<file path="src/rtl/lip_pkg.sv">
// Shared widths, constants and the job record for the linear interpolation upsampler.
package lip_pkg;

   localparam int SAMPLE_W            = 16;
   localparam int FACTOR_W            = 4;
   localparam int DEFAULT_MAX_FACTOR  = 8;
   localparam int DEFAULT_QUEUE_DEPTH = 2;
   localparam int DIV_STEPS           = 2;
   localparam int DIV_CYCLES          = SAMPLE_W / DIV_STEPS;
   localparam int QUO_W               = SAMPLE_W + 2;

   localparam logic [FACTOR_W-1:0] FACTOR_RESET = FACTOR_W'(1);

   // One input sample, ready for the interpolator: start point and the floor
   // quotient and remainder of (new - prev) / factor.
   typedef struct packed {
      logic [SAMPLE_W-1:0] prev;
      logic [QUO_W-1:0]    step_q;
      logic [FACTOR_W-1:0] step_r;
      logic [FACTOR_W-1:0] factor;
   } job_type;

endpackage

</file>
<file path="src/rtl/lip_front.sv">
// Front end: accept a sample, divide its step by the factor, hand the job to the queue.
module lip_front (
   input  logic                          clock,
   input  logic                          reset,
   input  logic                          req_tvalid,
   output logic                          req_tready,
   input  logic [lip_pkg::SAMPLE_W-1:0]  req_tdata,
   input  logic [lip_pkg::FACTOR_W-1:0]  factor,
   output logic                          job_valid,
   input  logic                          job_ready,
   output lip_pkg::job_type              job
);
   import lip_pkg::*;

   localparam int CNT_W = (DIV_CYCLES > 1) ? $clog2(DIV_CYCLES) : 1;

   localparam logic [1:0] ST_IDLE = 2'd0;
   localparam logic [1:0] ST_DIV  = 2'd1;
   localparam logic [1:0] ST_PUSH = 2'd2;

   logic [1:0]          state_ff, state_in;
   logic [CNT_W-1:0]    cnt_ff, cnt_in;
   logic [SAMPLE_W-1:0] prev_ff;
   logic [SAMPLE_W-1:0] start_ff;
   logic [SAMPLE_W-1:0] quot_ff, quot_in;
   logic [FACTOR_W-1:0] rem_ff, rem_in;
   logic [FACTOR_W-1:0] factor_ff;
   logic                neg_ff;
   logic [SAMPLE_W:0]   diff;
   logic [SAMPLE_W:0]   mag;
   logic [QUO_W-1:0]    qext;
   logic                accept;

   assign req_tready = (state_ff == ST_IDLE);
   assign accept     = req_tvalid && req_tready;
   assign job_valid  = (state_ff == ST_PUSH);

   assign diff = {req_tdata[SAMPLE_W-1], req_tdata} - {prev_ff[SAMPLE_W-1], prev_ff};
   assign mag  = diff[SAMPLE_W] ? (~diff + 1'b1) : diff;

   // Restoring division, DIV_STEPS quotient bits per cycle in ST_DIV.
   always_comb begin
      logic [FACTOR_W:0] trial;
      rem_in  = rem_ff;
      quot_in = quot_ff;
      trial   = '0;
      for (int i = 0; i < DIV_STEPS; i++) begin
         trial   = {rem_in, quot_in[SAMPLE_W-1]};
         quot_in = {quot_in[SAMPLE_W-2:0], 1'b0};
         if (trial >= {1'b0, factor_ff}) begin
            trial      = trial - {1'b0, factor_ff};
            quot_in[0] = 1'b1;
         end
         rem_in = trial[FACTOR_W-1:0];
      end
   end

   always_comb begin
      state_in = state_ff;
      cnt_in   = cnt_ff;
      case (state_ff)
         ST_IDLE: begin
            cnt_in = '0;
            if (accept) begin
               state_in = ST_DIV;
            end
         end
         ST_DIV: begin
            cnt_in = cnt_ff + 1'b1;
            if (cnt_ff == CNT_W'(DIV_CYCLES - 1)) begin
               state_in = ST_PUSH;
            end
         end
         ST_PUSH: begin
            if (job_ready) begin
               state_in = ST_IDLE;
            end
         end
         default: begin
            state_in = ST_IDLE;
         end
      endcase
   end

   always_ff @(posedge clock) begin
      if (reset) begin
         state_ff <= ST_IDLE;
         cnt_ff   <= '0;
         prev_ff  <= '0;
      end else begin
         state_ff <= state_in;
         cnt_ff   <= cnt_in;
         if (accept) begin
            prev_ff <= req_tdata;
         end
      end
   end

   always_ff @(posedge clock) begin
      if (accept) begin
         start_ff  <= prev_ff;
         neg_ff    <= diff[SAMPLE_W];
         quot_ff   <= mag[SAMPLE_W-1:0];
         rem_ff    <= '0;
         factor_ff <= factor;
      end else if (state_ff == ST_DIV) begin
         quot_ff <= quot_in;
         rem_ff  <= rem_in;
      end
   end

   // Turn the magnitude quotient into a floor quotient with a nonnegative remainder.
   assign qext = {{(QUO_W-SAMPLE_W){1'b0}}, quot_ff};

   always_comb begin
      job.prev   = start_ff;
      job.factor = factor_ff;
      if (!neg_ff) begin
         job.step_q = qext;
         job.step_r = rem_ff;
      end else if (rem_ff == '0) begin
         job.step_q = ~qext + 1'b1;
         job.step_r = '0;
      end else begin
         job.step_q = ~qext;
         job.step_r = factor_ff - rem_ff;
      end
   end

   a_rem_bound: assert property (@(posedge clock) disable iff (reset)
      (state_ff == ST_DIV) |-> (rem_ff < factor_ff))
      else $error("divider remainder not below factor");

   a_job_hold: assert property (@(posedge clock) disable iff (reset)
      (job_valid && !job_ready) |=> (job_valid && $stable(job)))
      else $error("job changed while waiting for the queue");

endmodule

</file>
<file path="src/rtl/lip_queue.sv">
// Short job queue between the front end and the interpolator.
module lip_queue #(
   parameter int DEPTH = lip_pkg::DEFAULT_QUEUE_DEPTH
) (
   input  logic             clock,
   input  logic             reset,
   input  logic             push_valid,
   output logic             push_ready,
   input  lip_pkg::job_type push_data,
   output logic             pop_valid,
   input  logic             pop_ready,
   output lip_pkg::job_type pop_data
);
   import lip_pkg::*;

   localparam int PTR_W = (DEPTH > 1) ? $clog2(DEPTH) : 1;
   localparam int CNT_W = $clog2(DEPTH + 1);

   job_type          entries_ff [DEPTH];
   logic [PTR_W-1:0] wr_ptr_ff, rd_ptr_ff;
   logic [CNT_W-1:0] count_ff;
   logic             do_push, do_pop;

   assign push_ready = (count_ff != CNT_W'(DEPTH));
   assign pop_valid  = (count_ff != '0);
   assign do_push    = push_valid && push_ready;
   assign do_pop     = pop_valid && pop_ready;
   assign pop_data   = entries_ff[rd_ptr_ff];

   always_ff @(posedge clock) begin
      if (reset) begin
         wr_ptr_ff <= '0;
         rd_ptr_ff <= '0;
         count_ff  <= '0;
      end else begin
         if (do_push) begin
            wr_ptr_ff <= (wr_ptr_ff == PTR_W'(DEPTH - 1)) ? '0 : wr_ptr_ff + 1'b1;
         end
         if (do_pop) begin
            rd_ptr_ff <= (rd_ptr_ff == PTR_W'(DEPTH - 1)) ? '0 : rd_ptr_ff + 1'b1;
         end
         if (do_push && !do_pop) begin
            count_ff <= count_ff + 1'b1;
         end else if (do_pop && !do_push) begin
            count_ff <= count_ff - 1'b1;
         end
      end
   end

   always_ff @(posedge clock) begin
      if (do_push) begin
         entries_ff[wr_ptr_ff] <= push_data;
      end
   end

endmodule

</file>
<file path="src/rtl/lip_back.sv">
// Interpolator: walk the line from prev to new, one output sample per cycle while rsp_tready allows.
module lip_back (
   input  logic                          clock,
   input  logic                          reset,
   input  logic                          job_valid,
   output logic                          job_ready,
   input  lip_pkg::job_type              job,
   output logic                          rsp_tvalid,
   input  logic                          rsp_tready,
   output logic [lip_pkg::SAMPLE_W-1:0]  rsp_tdata,
   output logic                          rsp_tlast
);
   import lip_pkg::*;

   logic                busy_ff;
   job_type             job_ff;
   logic [QUO_W-1:0]    quo_ff, quo_in;
   logic [FACTOR_W-1:0] rm_ff, rm_in;
   logic [FACTOR_W-1:0] k_ff;
   logic                out_valid_ff;
   logic [SAMPLE_W-1:0] out_data_ff;
   logic                out_last_ff;
   logic [FACTOR_W:0]   sum;
   logic                wrap;
   logic [QUO_W-1:0]    val;
   logic                last;
   logic                advance;
   logic                load;

   assign job_ready = !busy_ff;
   assign load      = job_valid && job_ready;
   assign advance   = busy_ff && (!out_valid_ff || rsp_tready);

   // Floor quotient and remainder of the running numerator, stepped by the floor step.
   assign sum    = {1'b0, rm_ff} + {1'b0, job_ff.step_r};
   assign wrap   = (sum >= {1'b0, job_ff.factor});
   assign rm_in  = wrap ? FACTOR_W'(sum - {1'b0, job_ff.factor}) : sum[FACTOR_W-1:0];
   assign quo_in = quo_ff + job_ff.step_q + {{(QUO_W-1){1'b0}}, wrap};
   // Truncate toward zero: a negative floor with a remainder rounds up by one.
   assign val    = (quo_in[QUO_W-1] && (rm_in != '0)) ? quo_in + 1'b1 : quo_in;
   assign last   = (k_ff == job_ff.factor - 1'b1);

   always_ff @(posedge clock) begin
      if (reset) begin
         busy_ff      <= 1'b0;
         out_valid_ff <= 1'b0;
      end else begin
         if (load) begin
            busy_ff <= 1'b1;
         end else if (advance && last) begin
            busy_ff <= 1'b0;
         end
         if (advance) begin
            out_valid_ff <= 1'b1;
         end else if (rsp_tready) begin
            out_valid_ff <= 1'b0;
         end
      end
   end

   always_ff @(posedge clock) begin
      if (load) begin
         job_ff <= job;
         quo_ff <= {{(QUO_W-SAMPLE_W){job.prev[SAMPLE_W-1]}}, job.prev};
         rm_ff  <= '0;
         k_ff   <= '0;
      end else if (advance) begin
         quo_ff <= quo_in;
         rm_ff  <= rm_in;
         k_ff   <= k_ff + 1'b1;
      end
      if (advance) begin
         out_data_ff <= val[SAMPLE_W-1:0];
         out_last_ff <= last;
      end
   end

   assign rsp_tvalid = out_valid_ff;
   assign rsp_tdata  = out_data_ff;
   assign rsp_tlast  = out_last_ff;

   a_rm_bound: assert property (@(posedge clock) disable iff (reset)
      busy_ff |-> (rm_ff < job_ff.factor))
      else $error("interpolator remainder not below factor");

   a_k_bound: assert property (@(posedge clock) disable iff (reset)
      busy_ff |-> (k_ff < job_ff.factor))
      else $error("output index ran past the factor");

endmodule

</file>
<file path="src/rtl/linear_interp_upsampler.sv">
// Top level of the linear interpolation integer upsampler.
//
// Takes one signed 16-bit sample per req_ transaction and returns R samples on
// rsp_, where R is the upsample factor (csr_wr_data; zero acts as 1, values above
// MAX_FACTOR act as MAX_FACTOR). Output k of a run is prev + k/R of the step to
// the new sample, truncated toward zero; the last output of a run equals the new
// sample and carries rsp_tlast. The previous sample starts at 0 after reset.
// The front end accepts a sample in ST_IDLE, divides its step in ST_DIV at two
// quotient bits a cycle, and hands the job to the queue in ST_PUSH; it takes no
// new sample until that handoff. The interpolator loads a job, then emits one
// output per cycle while rsp_tready stays high, and takes the next job only after
// the last output of its run. The job queue lets the front end divide the next
// step while the interpolator still emits the current run. Write the factor only
// while the block is idle.
module linear_interp_upsampler #(
   parameter int MAX_FACTOR  = lip_pkg::DEFAULT_MAX_FACTOR,
   parameter int QUEUE_DEPTH = lip_pkg::DEFAULT_QUEUE_DEPTH
) (
   input  logic                          clock,
   input  logic                          reset,
   // config register: upsample_factor
   input  logic                          csr_wr_en,
   input  logic [lip_pkg::FACTOR_W-1:0]  csr_wr_data,
   input  logic                          req_tvalid,
   output logic                          req_tready,
   // tdata: [15:0] in_sample
   input  logic [lip_pkg::SAMPLE_W-1:0]  req_tdata,
   output logic                          rsp_tvalid,
   input  logic                          rsp_tready,
   // tdata: [15:0] out_sample
   output logic [lip_pkg::SAMPLE_W-1:0]  rsp_tdata,
   // tlast: run_last
   output logic                          rsp_tlast
);
   import lip_pkg::*;

   logic [FACTOR_W-1:0] factor_ff;
   logic [FACTOR_W-1:0] factor_eff;
   logic                push_valid, push_ready;
   logic                pop_valid, pop_ready;
   job_type             push_job, pop_job;

   // Hold the factor register.
   always_ff @(posedge clock) begin
      if (reset) begin
         factor_ff <= FACTOR_RESET;
      end else if (csr_wr_en) begin
         factor_ff <= csr_wr_data;
      end
   end

   // Map zero to one and clamp to MAX_FACTOR.
   always_comb begin
      if (factor_ff == '0) begin
         factor_eff = FACTOR_W'(1);
      end else if (32'(factor_ff) > MAX_FACTOR) begin
         factor_eff = FACTOR_W'(MAX_FACTOR);
      end else begin
         factor_eff = factor_ff;
      end
   end

   lip_front u_front (
      .clock      (clock),
      .reset      (reset),
      .req_tvalid (req_tvalid),
      .req_tready (req_tready),
      .req_tdata  (req_tdata),
      .factor     (factor_eff),
      .job_valid  (push_valid),
      .job_ready  (push_ready),
      .job        (push_job)
   );

   lip_queue #(
      .DEPTH (QUEUE_DEPTH)
   ) u_queue (
      .clock      (clock),
      .reset      (reset),
      .push_valid (push_valid),
      .push_ready (push_ready),
      .push_data  (push_job),
      .pop_valid  (pop_valid),
      .pop_ready  (pop_ready),
      .pop_data   (pop_job)
   );

   lip_back u_back (
      .clock      (clock),
      .reset      (reset),
      .job_valid  (pop_valid),
      .job_ready  (pop_ready),
      .job        (pop_job),
      .rsp_tvalid (rsp_tvalid),
      .rsp_tready (rsp_tready),
      .rsp_tdata  (rsp_tdata),
      .rsp_tlast  (rsp_tlast)
   );

endmodule
</file>
<file path="config.mk">
export PLATFORM = sky130hd
export DESIGN_NAME = linear_interp_upsampler
export DESIGN_NICKNAME = d
export VERILOG_FILES = /design/src/rtl/lip_pkg.sv /design/src/rtl/lip_front.sv /design/src/rtl/lip_queue.sv /design/src/rtl/lip_back.sv /design/src/rtl/linear_interp_upsampler.sv
export SDC_FILE = /design/constraint.sdc
export NUM_CORES = 1
export LEC_CHECK = 0
export ABC_AREA = 1
export CELL_PAD_IN_SITES_DETAIL_PLACEMENT = 1
export CELL_PAD_IN_SITES_GLOBAL_PLACEMENT = 1
export CORE_UTILIZATION = 54
export DETAILED_ROUTE_END_ITERATION = 12
export DONT_BUFFER_PORTS = 1
export GPL_TIMING_DRIVEN = 0
export HOLD_SLACK_MARGIN = 0.12
export PLACE_DENSITY = 0.89
export SYNTH_ARGS = -nofsm -noshare
export SYNTH_HDL_FRONTEND = slang
export SYNTH_SLANG_ARGS = --single-unit
</file>
<file path="constraint.sdc">
create_clock -name clock -period 9.3 [get_ports clock]
set_clock_uncertainty 0.1 [all_clocks]
set_input_delay 0.465 -clock clock [delete_from_list [all_inputs] [get_ports clock]]
set_output_delay 0.465 -clock clock [all_outputs]
set_load 0.1 [all_outputs]
</file>
==> reports/metrics.csv, run 1 <==
metric,value,unit
netlist_area,12400,µm²
grt_antenna_before_repair,0,
wl,38.8,mm
ys_seq_area_frac,0.512,
die_h,154,µm
crit_arrival,5050,ps
path_class,flop to flop,
cts_resized,0,
dr.pass1.iters,5,
yosysUniqueCellTypes,49,
timing.final.crit_share,0.525,
drtIter0Drc,766,
max-slew-margin-rel,0.132,
ys.flop_type,edfxtp_1,
hpwl,24.7,mm
cts_buffers,24,
vias_per_cell,5.92,
p_seq_frac,0.331,
hold_slack,218,ps
postCtsSetupBuffers,0,
syn_inst,1346,
dp_cells,1635,
synth_nets,1438,
path_clk_slew,60,ps
clock_sinks,226,
die_w,154,µm
rsz0062_at_grt,no,
num_antenna_cells,0,
combPwrFrac,0.482,
wire_per_inst,22.7,µm
final_cells,1707,
overflow,0,
synth_edf_count,182,
status,"complete, no violations",
dieArea,23600,µm²
synth-warning-count,0,
cp_num_buf_inv,3,
placementRows,55,
crit_path_frequent_cell,nand2_1,
pwr_density_cell,417,nW/µm²
required,9470,ps
grt_pass1_wl,61.2,mm
max_stage_delay,440,ps
via_count,10109,
place.gp.congestion,0.850,
grt_max_degree,36,
track_usage,0.337,
synth_top_area_share,0.441,
synth_area_per_cell,9.21,µm²
portBuffers,0,
end_kind,flop,
ys_ff_latch,226,
max_slew.worst_pin.slew,1300,ps
fmax,0.205,GHz
fill_cells,2515,
cp_top_family,adder cells,
area_growth,13.0,%
setup_viol,0,
cts-htree-levels,1,
initial_core_util,0.549,
drv_slew,0,
hold_viol,0,
core_area,22600,µm²
clockRootBuffer,clkbuf_16,
clock_path_buffers,3,
final_core_util,0.621,
clkLatencyLatePin,540,ps
yosys.area.top_type,edfxtp_1,
ant_nets,0,
synth_async_sr_flop_share,0,
sw_frac_of_total,0.482,
grt_pass1_vias,11073,
max_cap_violations,0,
drc,0,
pwr-share-clk,0.187,
ir_worst_vdd,246,µV
finalSetupTns,0,ps
finalNetCount,1496,
power_leakage,0.00602,µW
ioPinCount,44,
critPathMaxFanout,5,
cts_tree,done,
drive_above_1_share,0.0949,
yosys-top-cells-area,"edfxtp_1, nand2_1, dfxtp_1",
switchingPower,2820,µW
cp-start-kind,flop,
synth_commonest_cells,"nand2_1, edfxtp_1, inv_1, nor2_1, nand3_1",
yosysMostFrequentCell,nand2_1,
p_int,3030,µW
critical-path-slowest-cell,fa_1,
fin_crit,4880,ps
min_path_type,primary input to flop,
==> final cells by class <==
class | count | area, µm² | area share
repair buffers | 32 | 352 | 0.0251
inverters | 189 | 712 | 0.0508
clock buffers | 32 | 724 | 0.0517
flip-flops and latches | 226 | 6350 | 0.453
well taps | 285 | 357 | 0.0254
multi-input cells | 909 | 5270 | 0.376
clock inverters | 12 | 161 | 0.0115
plain buffers | 22 | 93.8 | 0.00670
==> kinds of logic after synthesis <==
logic type | after synthesis | synth area share
multiplexers | 35 | 0.0310
buffers and inverters | 211 | 0.0649
AO/OA/AOI/OAI | 174 | 0.0755
adder cells (fa/ha/maj) | 67 | 0.0725
XOR/XNOR | 50 | 0.0365
AND/OR/NAND/NOR | 583 | 0.208
flip-flops | 226 | 0.512
==> flip-flops by register name, indices dropped and copies added (netlist names), 2 cells and up, named ones only <==
signal and flops:
u_front.state_ff 2, u_queue.count_ff 2, u_front.start_ff 16, u_back.k_ff 4
u_front.quot_ff 16, u_back.rsp_tdata 16, u_front.cnt_ff 3, u_front.prev_ff 16
u_back.job_ff 26, u_back.rm_ff 4, factor_ff 4, u_queue.entries_ff 84
u_back.quo_ff 18, u_front.factor_ff 4, u_front.rem_ff 4
==> tightest hold or removal path, stage by stage <==
cell	delay, ps
inv_1	140
o21ai_0	140
a21oi_1	50
==> final timing paths <==
check	depth (start not counted)	from	slack (ps)	endpoint
worst max-delay path	26	u_back.job_ff[4]	4420	u_back.rsp_tdata[11]
worst min-delay path	3	reset	220	u_front.prev_ff[1]
worst max register to register	26	u_back.job_ff[4]	4420	u_back.rsp_tdata[11]
worst min register to register	0	u_front.prev_ff[2]	350	u_front.start_ff[2]
==> cell usage in the layout (no fill, tap or decap), types with 28 or more instances in the layout <==
cell             n
edfxtp_1       182
dlygate4sd3_1   28
nand3_1         83
ha_1            59
xor2_1          39
nor2_1          90
o21ai_0         75
a21oi_1         66
nand2_1        332
dfxtp_1         44
inv_1          176
==> metal layers <==
metal / vias to the layer above / track usage / share of wire
met4: 0 / 0.168 / 0.049
li1: 4608 / - / -
met3: 130 / 0.0527 / 0.052
met1: 4962 / 0.381 / 0.39
met2: 409 / 0.618 / 0.51
met5: - / 0 / 0
==> through the flow <==
stage	total power, µW	instance area (µm²)	setup WS (ps)
after global placement	4320	12800	4680
after detailed placement	4560	12800	4490
after global routing	6180	14000	4040
after floorplan	3830	12400	5080
after CTS	5780	14000	4410
final	5850	14000	4420
==> power by group through the flow <==
stage          Clock (µW)  Sequential [µW]  Combinational, µW
2_1_floorplan           0             1880               1950
3_3_place_gp            0             1920               2400
3_5_place_dp            0             1930               2630
4_1_cts              1080             1930               2770
5_1_grt              1130             1950               3100
6_report             1090             1930               2820
==> timing repair <==
action	4_1_cts	5_1_grt
hold endpoints to repair	26	0
setup endpoints to repair	0	0
hold buffers	28	0
Note: power is estimated with default switching activity, not from simulation.
==> run 2, diff against run 1 <==
--- a/config.mk
+++ b/config.mk
@@ -5,15 +5,15 @@
 export SDC_FILE = /design/constraint.sdc
 export NUM_CORES = 1
 export LEC_CHECK = 0
-export ABC_AREA = 1
+export ABC_AREA = 0
 export CELL_PAD_IN_SITES_DETAIL_PLACEMENT = 1
 export CELL_PAD_IN_SITES_GLOBAL_PLACEMENT = 1
-export CORE_UTILIZATION = 54
+export CORE_UTILIZATION = 47
 export DETAILED_ROUTE_END_ITERATION = 12
 export DONT_BUFFER_PORTS = 1
 export GPL_TIMING_DRIVEN = 0
 export HOLD_SLACK_MARGIN = 0.12
-export PLACE_DENSITY = 0.89
+export PLACE_DENSITY = 0.8
 export SYNTH_ARGS = -nofsm -noshare
 export SYNTH_HDL_FRONTEND = slang
 export SYNTH_SLANG_ARGS = --single-unit
==> constraint.sdc (replaced) <==
create_clock -name clock -period 4.1 [get_ports clock]
set_clock_uncertainty 0.1 [all_clocks]
set_input_delay 0.205 -clock clock [delete_from_list [all_inputs] [get_ports clock]]
set_output_delay 0.205 -clock clock [all_outputs]
set_load 0.1 [all_outputs]
==> run 2 against run 1 <==
The run now ends with negative setup slack left. Setup slack lost 4800 ps. Flip-flop and latch count did not move. Die area up 7.7%. Via count is 21% lower. Synthesized cell count fell by 25%. Worst hold slack worse by 22 ps. Critical path depth shrank 9. First-iteration DRC count down 59%. Count of clock-buffer cells in the layout decreased by 2. Global-route usage down 11 points. Critical path type unchanged. Critical endpoint is now u_back.rsp_tdata[15].
==> reports/metrics.csv, run 2 <==
metric,value,unit
max-slew-margin-rel,0.349,
hpwl,20.1,mm
final_cells,1432,
hold_viol,0,
syn_inst,1008,
wl,29.1,mm
portBuffers,0,
max_cap_violations,0,
die_w,159,µm
num_antenna_cells,0,
overflow,0,
final_common_cell,edfxtp_1,
crit_arrival,4670,ps
violations,negative setup slack,
die_h,159,µm
fin_crit,4510,ps
drive_above_1_share,0.164,
wl_met3,973,µm
vias_per_cell,5.60,
drv_slew,0,
worst_slack,-405,ps
synth_commonest_cells,"edfxtp_1, nand2_1, nor2_1, a21oi_1, ha_1",
area_growth,19.9,%
route.met2.wl,15.3,mm
yosysUniqueCellTypes,75,
finalNetCount,1180,
top_regs,"u_queue.entries_ff: 84 flops, u_back.job_ff: 26 flops, u_back.quo_ff: 18 flops",
max_slew.worst_pin.slew,976,ps
critPathMaxFanout,3,
cts_buffers,26,
fill_cells,2449,
ys_ff_latch,226,
end_kind,flop,
cp-start-kind,flop,
ys_seq_area_frac,0.546,
timing.final.crit_share,1.10,
track_usage,0.231,
grt_pass1_wl,46.6,mm
yosys-top-cells-area,"edfxtp_1, dfxtp_1, ha_1",
top_layer_used,met4,
rsz0062_at_grt,yes,
largest_reg_flops,84,
final_cell_mix,"edfxtp_1, nand2_1, nor2_1",
ioPinCount,44,
min_path_type,primary input to flop,
path_clk_slew,60,ps
dr.pass1.iters,4,
drc,0,
synth-warning-count,0,
netlist_area,11600,µm²
cts_tree,done,
synth_async_sr_flop_share,0,
required,4260,ps
clock_sinks,226,
ant_nets,0,
drtIter0Drc,317,
dp_cells,1336,
grt_antenna_before_repair,0,
synth_edf_count,182,
largest_register,u_queue.entries_ff,
setup_viol,16,
initial_core_util,0.478,
grt_max_degree,36,
fmax,0.222,GHz
synth_nets,1100,
wire_per_inst,20.3,µm
wl_met1,12.1,mm
synth_top_area_share,0.470,
clkLatencyLatePin,530,ps
path_class,flop to flop,
clock_path_buffers,3,
core_area,24300,µm²
yosys.area.top_type,edfxtp_1,
synth_area_per_cell,11.5,µm²
dieArea,25400,µm²
place.gp.congestion,0.843,
ys.flop_type,edfxtp_1,
grt_pass1_vias,8688,
placementRows,57,
clockRootBuffer,clkbuf_16,
yosysMostFrequentCell,edfxtp_1,
cts-htree-levels,1,
via_count,8017,
status,"finished, violations left",
run 2: stage by stage:
stage | TNS (ps) | setup WS, ps | utilization | cell area [µm²] | hold WS [ps]
after detailed placement | -10070 | -699 | 0.504 | 12300 | 213
after CTS | -4870 | -464 | 0.566 | 13800 | 174
after floorplan | -1380 | -192 | - | 11800 | 196
final | -4080 | -405 | 0.573 | 13900 | 195
after global placement | -20580 | -584 | 0.501 | 12200 | 199
after global routing | -6550 | -574 | 0.573 | 13900 | 211
run 2: worst paths after layout:
path,slack (ps),cells after the start,end,start
setup / recovery,-410,17,u_back.rsp_tdata[15],u_back.job_ff[5]
hold / removal,200,5,u_front.quot_ff[1],req_tdata[1]
setup reg to reg,-410,17,u_back.rsp_tdata[15],u_back.job_ff[5]
hold reg to reg,360,0,u_front.start_ff[3],u_front.prev_ff[3]
run 2: cell type report:
cell class / instances / area [µm²] / area share
Timing Repair Buffer: 52 / 515 / 0.0370
Inverter: 55 / 206 / 0.0148
Sequential cell: 226 / 6350 / 0.455
Tap cell: 324 / 405 / 0.0291
Clock buffer: 30 / 697 / 0.0500
Multi-Input combinational cell: 696 / 5390 / 0.387
Buffer: 31 / 133 / 0.00951
Clock inverter: 18 / 249 / 0.0179
run 2: cells by family (layout without fill, tap and decap cells):
group                      count (synthesis)  count (layout)  synth area share
AOI/OAI and AO/OA                        223             223             0.128
DFF                                      226             226             0.546
buffers and inverters                     86             186            0.0289
and+or+nand+nor                          277             277             0.115
adders and majority gates                 67              67            0.0772
xor gates and xnor gates                  85              85            0.0640
muxes                                     44              44            0.0411
run 2: critical path: stages, from the launching register on:
cell and delay [ps]:
edfxtp_1 450, buf_4 170, fa_2 580, ha_4 220, a211oi_4 230, o21bai_4 100, inv_2 60, fa_2 200
nand2b_4 150, a21oi_4 80, a2111oi_4 350, nor2_4 80, a311oi_4 380, o32ai_4 170, buf_6 150, or3_4 360
nor4_4 300, xnor2_1 110
run 2: metal layers:
metal	global-route usage	vias up
met5	0	-
met4	0.0621	0
met3	0.0313	53
met2	0.430	130
met1	0.278	3994
li1	-	3840
run 2: what timing repair did:
| action | CTS | global route |
|---|---|---|
| gates resized for setup | 30 | 24 |
| setup buffers | 14 | 7 |
| hold endpoints to repair | 31 | 0 |
| hold buffers | 26 | 0 |
| endpoints found under the setup margin | 24 | 34 |
| pin swaps | 24 | 20 |
Power of run 2 is not shown: default switching activity piles up to over one toggle a cycle in this logic, so the estimate is an artifact.
==> run 3, diff against run 2 <==
--- a/config.mk
+++ b/config.mk
@@ -13,7 +13,7 @@
 export DONT_BUFFER_PORTS = 1
 export GPL_TIMING_DRIVEN = 0
 export HOLD_SLACK_MARGIN = 0.12
-export PLACE_DENSITY = 0.8
+export PLACE_DENSITY_LB_ADDON = 0.1
 export SYNTH_ARGS = -nofsm -noshare
 export SYNTH_HDL_FRONTEND = slang
 export SYNTH_SLANG_ARGS = --single-unit
==> run 3 against run 2 <==
The flow still finishes with violations (negative setup slack). Count of clock-buffer cells in the layout rose by 4. Cell area rose by 0.70%. Core utilization rose by 0.40 points. Setup slack improved by 7.3 ps. Critical endpoint is now u_back.rsp_tdata[8].
==> reports/metrics.csv, run 3 (synthesized netlist as in run 2, its figures left out) <==
metric,value,unit
status,"finished, violations left",
violations,negative setup slack,
place.gp.congestion,0.815,
area_growth,20.7,%
final_common_cell,edfxtp_1,
final_cells,1449,
finalSetupTns,-4490,ps
critPathMaxFanout,5,
num_antenna_cells,0,
die_h,159,µm
top_regs,"u_queue.entries_ff: 84 flops, u_back.job_ff: 26 flops, u_back.quo_ff: 18 flops",
clock_path_buffers,3,
grt_antenna_before_repair,1,
worstHoldStart,req_tvalid,
drive_above_1_share,0.167,
setup_viol,16,
grt_pass1_wl,44.1,mm
seqCellArea,6350,µm²
rsz0062_at_grt,yes,
max_slew.worst_pin.slew,976,ps
initial_core_util,0.478,
largest_reg_flops,84,
grt_pass1_vias,8363,
pre_cts_slack,-700,ps
clkLatencyLatePin,540,ps
max-slew-margin-rel,0.348,
dp_cells,1336,
core_area,24300,µm²
largest_register,u_queue.entries_ff,
clock_sinks,226,
min_path_type,primary input to flop,
wire_per_inst,18.8,µm
required,4270,ps
dieArea,25400,µm²
end_kind,flop,
drv_slew,0,
cts_tree,done,
dr.pass1.iters,4,
ant_nets,0,
fmax,0.222,GHz
crit_arrival,4670,ps
hold_slack,116,ps
grt_max_degree,36,
die_w,159,µm
wl,27.2,mm
portBuffers,0,
cts_buffers,25,
fin_crit,4500,ps
cts-htree-levels,1,
crit_start,u_back.job_ff[4],
fill_cells,2434,
drtIter0Drc,295,
drc,0,
path_class,flop to flop,
clockRootBuffer,clkbuf_16,
ioPinCount,44,
max_cap_violations,0,
worst_slack,-398,ps
overflow,0,
path_clk_slew,60,ps
vias_per_cell,5.47,
placementRows,57,
multi_input_area,5430,µm²
final_cell_mix,"edfxtp_1, nand2_1, ha_1",
timing.final.crit_share,1.10,
finalNetCount,1198,
track_usage,0.219,
cp-start-kind,flop,
hold_viol,0,
hpwl,19.4,mm
timing.rr.start,u_back.job_ff[4],
via_count,7927,
run 3: area by class of cell:
type,count,area share
plain buffers,31,0.00953
clock buffers,34,0.0484
clock inverters,12,0.0105
inverters,55,0.0147
multi-input cells,696,0.387
flip-flops and latches,226,0.452
well taps,324,0.0289
repair buffers,71,0.0495
run 3: repair_timing:
| action | 4_1_cts | 5_1_grt |
|---|---|---|
| resized for setup | 48 | 15 |
| endpoints found under the setup margin | 24 | 34 |
| hold endpoints to repair | 31 | 0 |
| hold buffers | 35 | 0 |
| buffers inserted | 21 | 11 |
| pin swaps | 32 | 19 |
run 3: worst max-delay path, stage by stage, from the launching register on:
cell and delay (ps):
edfxtp_1 380, ha_2 210, fa_2 590, ha_4 230, a211oi_4 280, o21bai_4 110, inv_2 60, fa_2 200
nand2b_4 140, a21oi_4 70, a2111oi_4 350, nor2_4 90, a311oi_4 360, o32ai_4 170, or4_4 660, nor2_2 150
xor2_1 80
run 3: path summary, 6_finish.rpt:
check | cells after the start | endpoint | slack (ps)
worst max register to register | 16 | u_back.rsp_tdata[8] | -400
worst min register to register | 0 | u_front.start_ff[3] | 350
worst min-delay path | 4 | u_front.prev_ff[5] | 120
worst max-delay path | 16 | u_back.rsp_tdata[8] | -400
run 3: through the flow:
stage          cell area [µm²]  utilization
4_1_cts                  13900        0.571
2_1_floorplan            11800            -
6_report                 14000        0.578
3_5_place_dp             12300        0.505
3_3_place_gp             12200        0.501
5_1_grt                  14000        0.578
run 3: per-layer routing:
| metal | GRT usage | share of wire |
|---|---|---|
| met3 | 0.0266 | 0.019 |
| met2 | 0.394 | 0.51 |
| met5 | 0 | 0 |
| met4 | 0.0669 | 0.023 |
| met1 | 0.275 | 0.45 |
Power of run 3 is left out for the same reason.
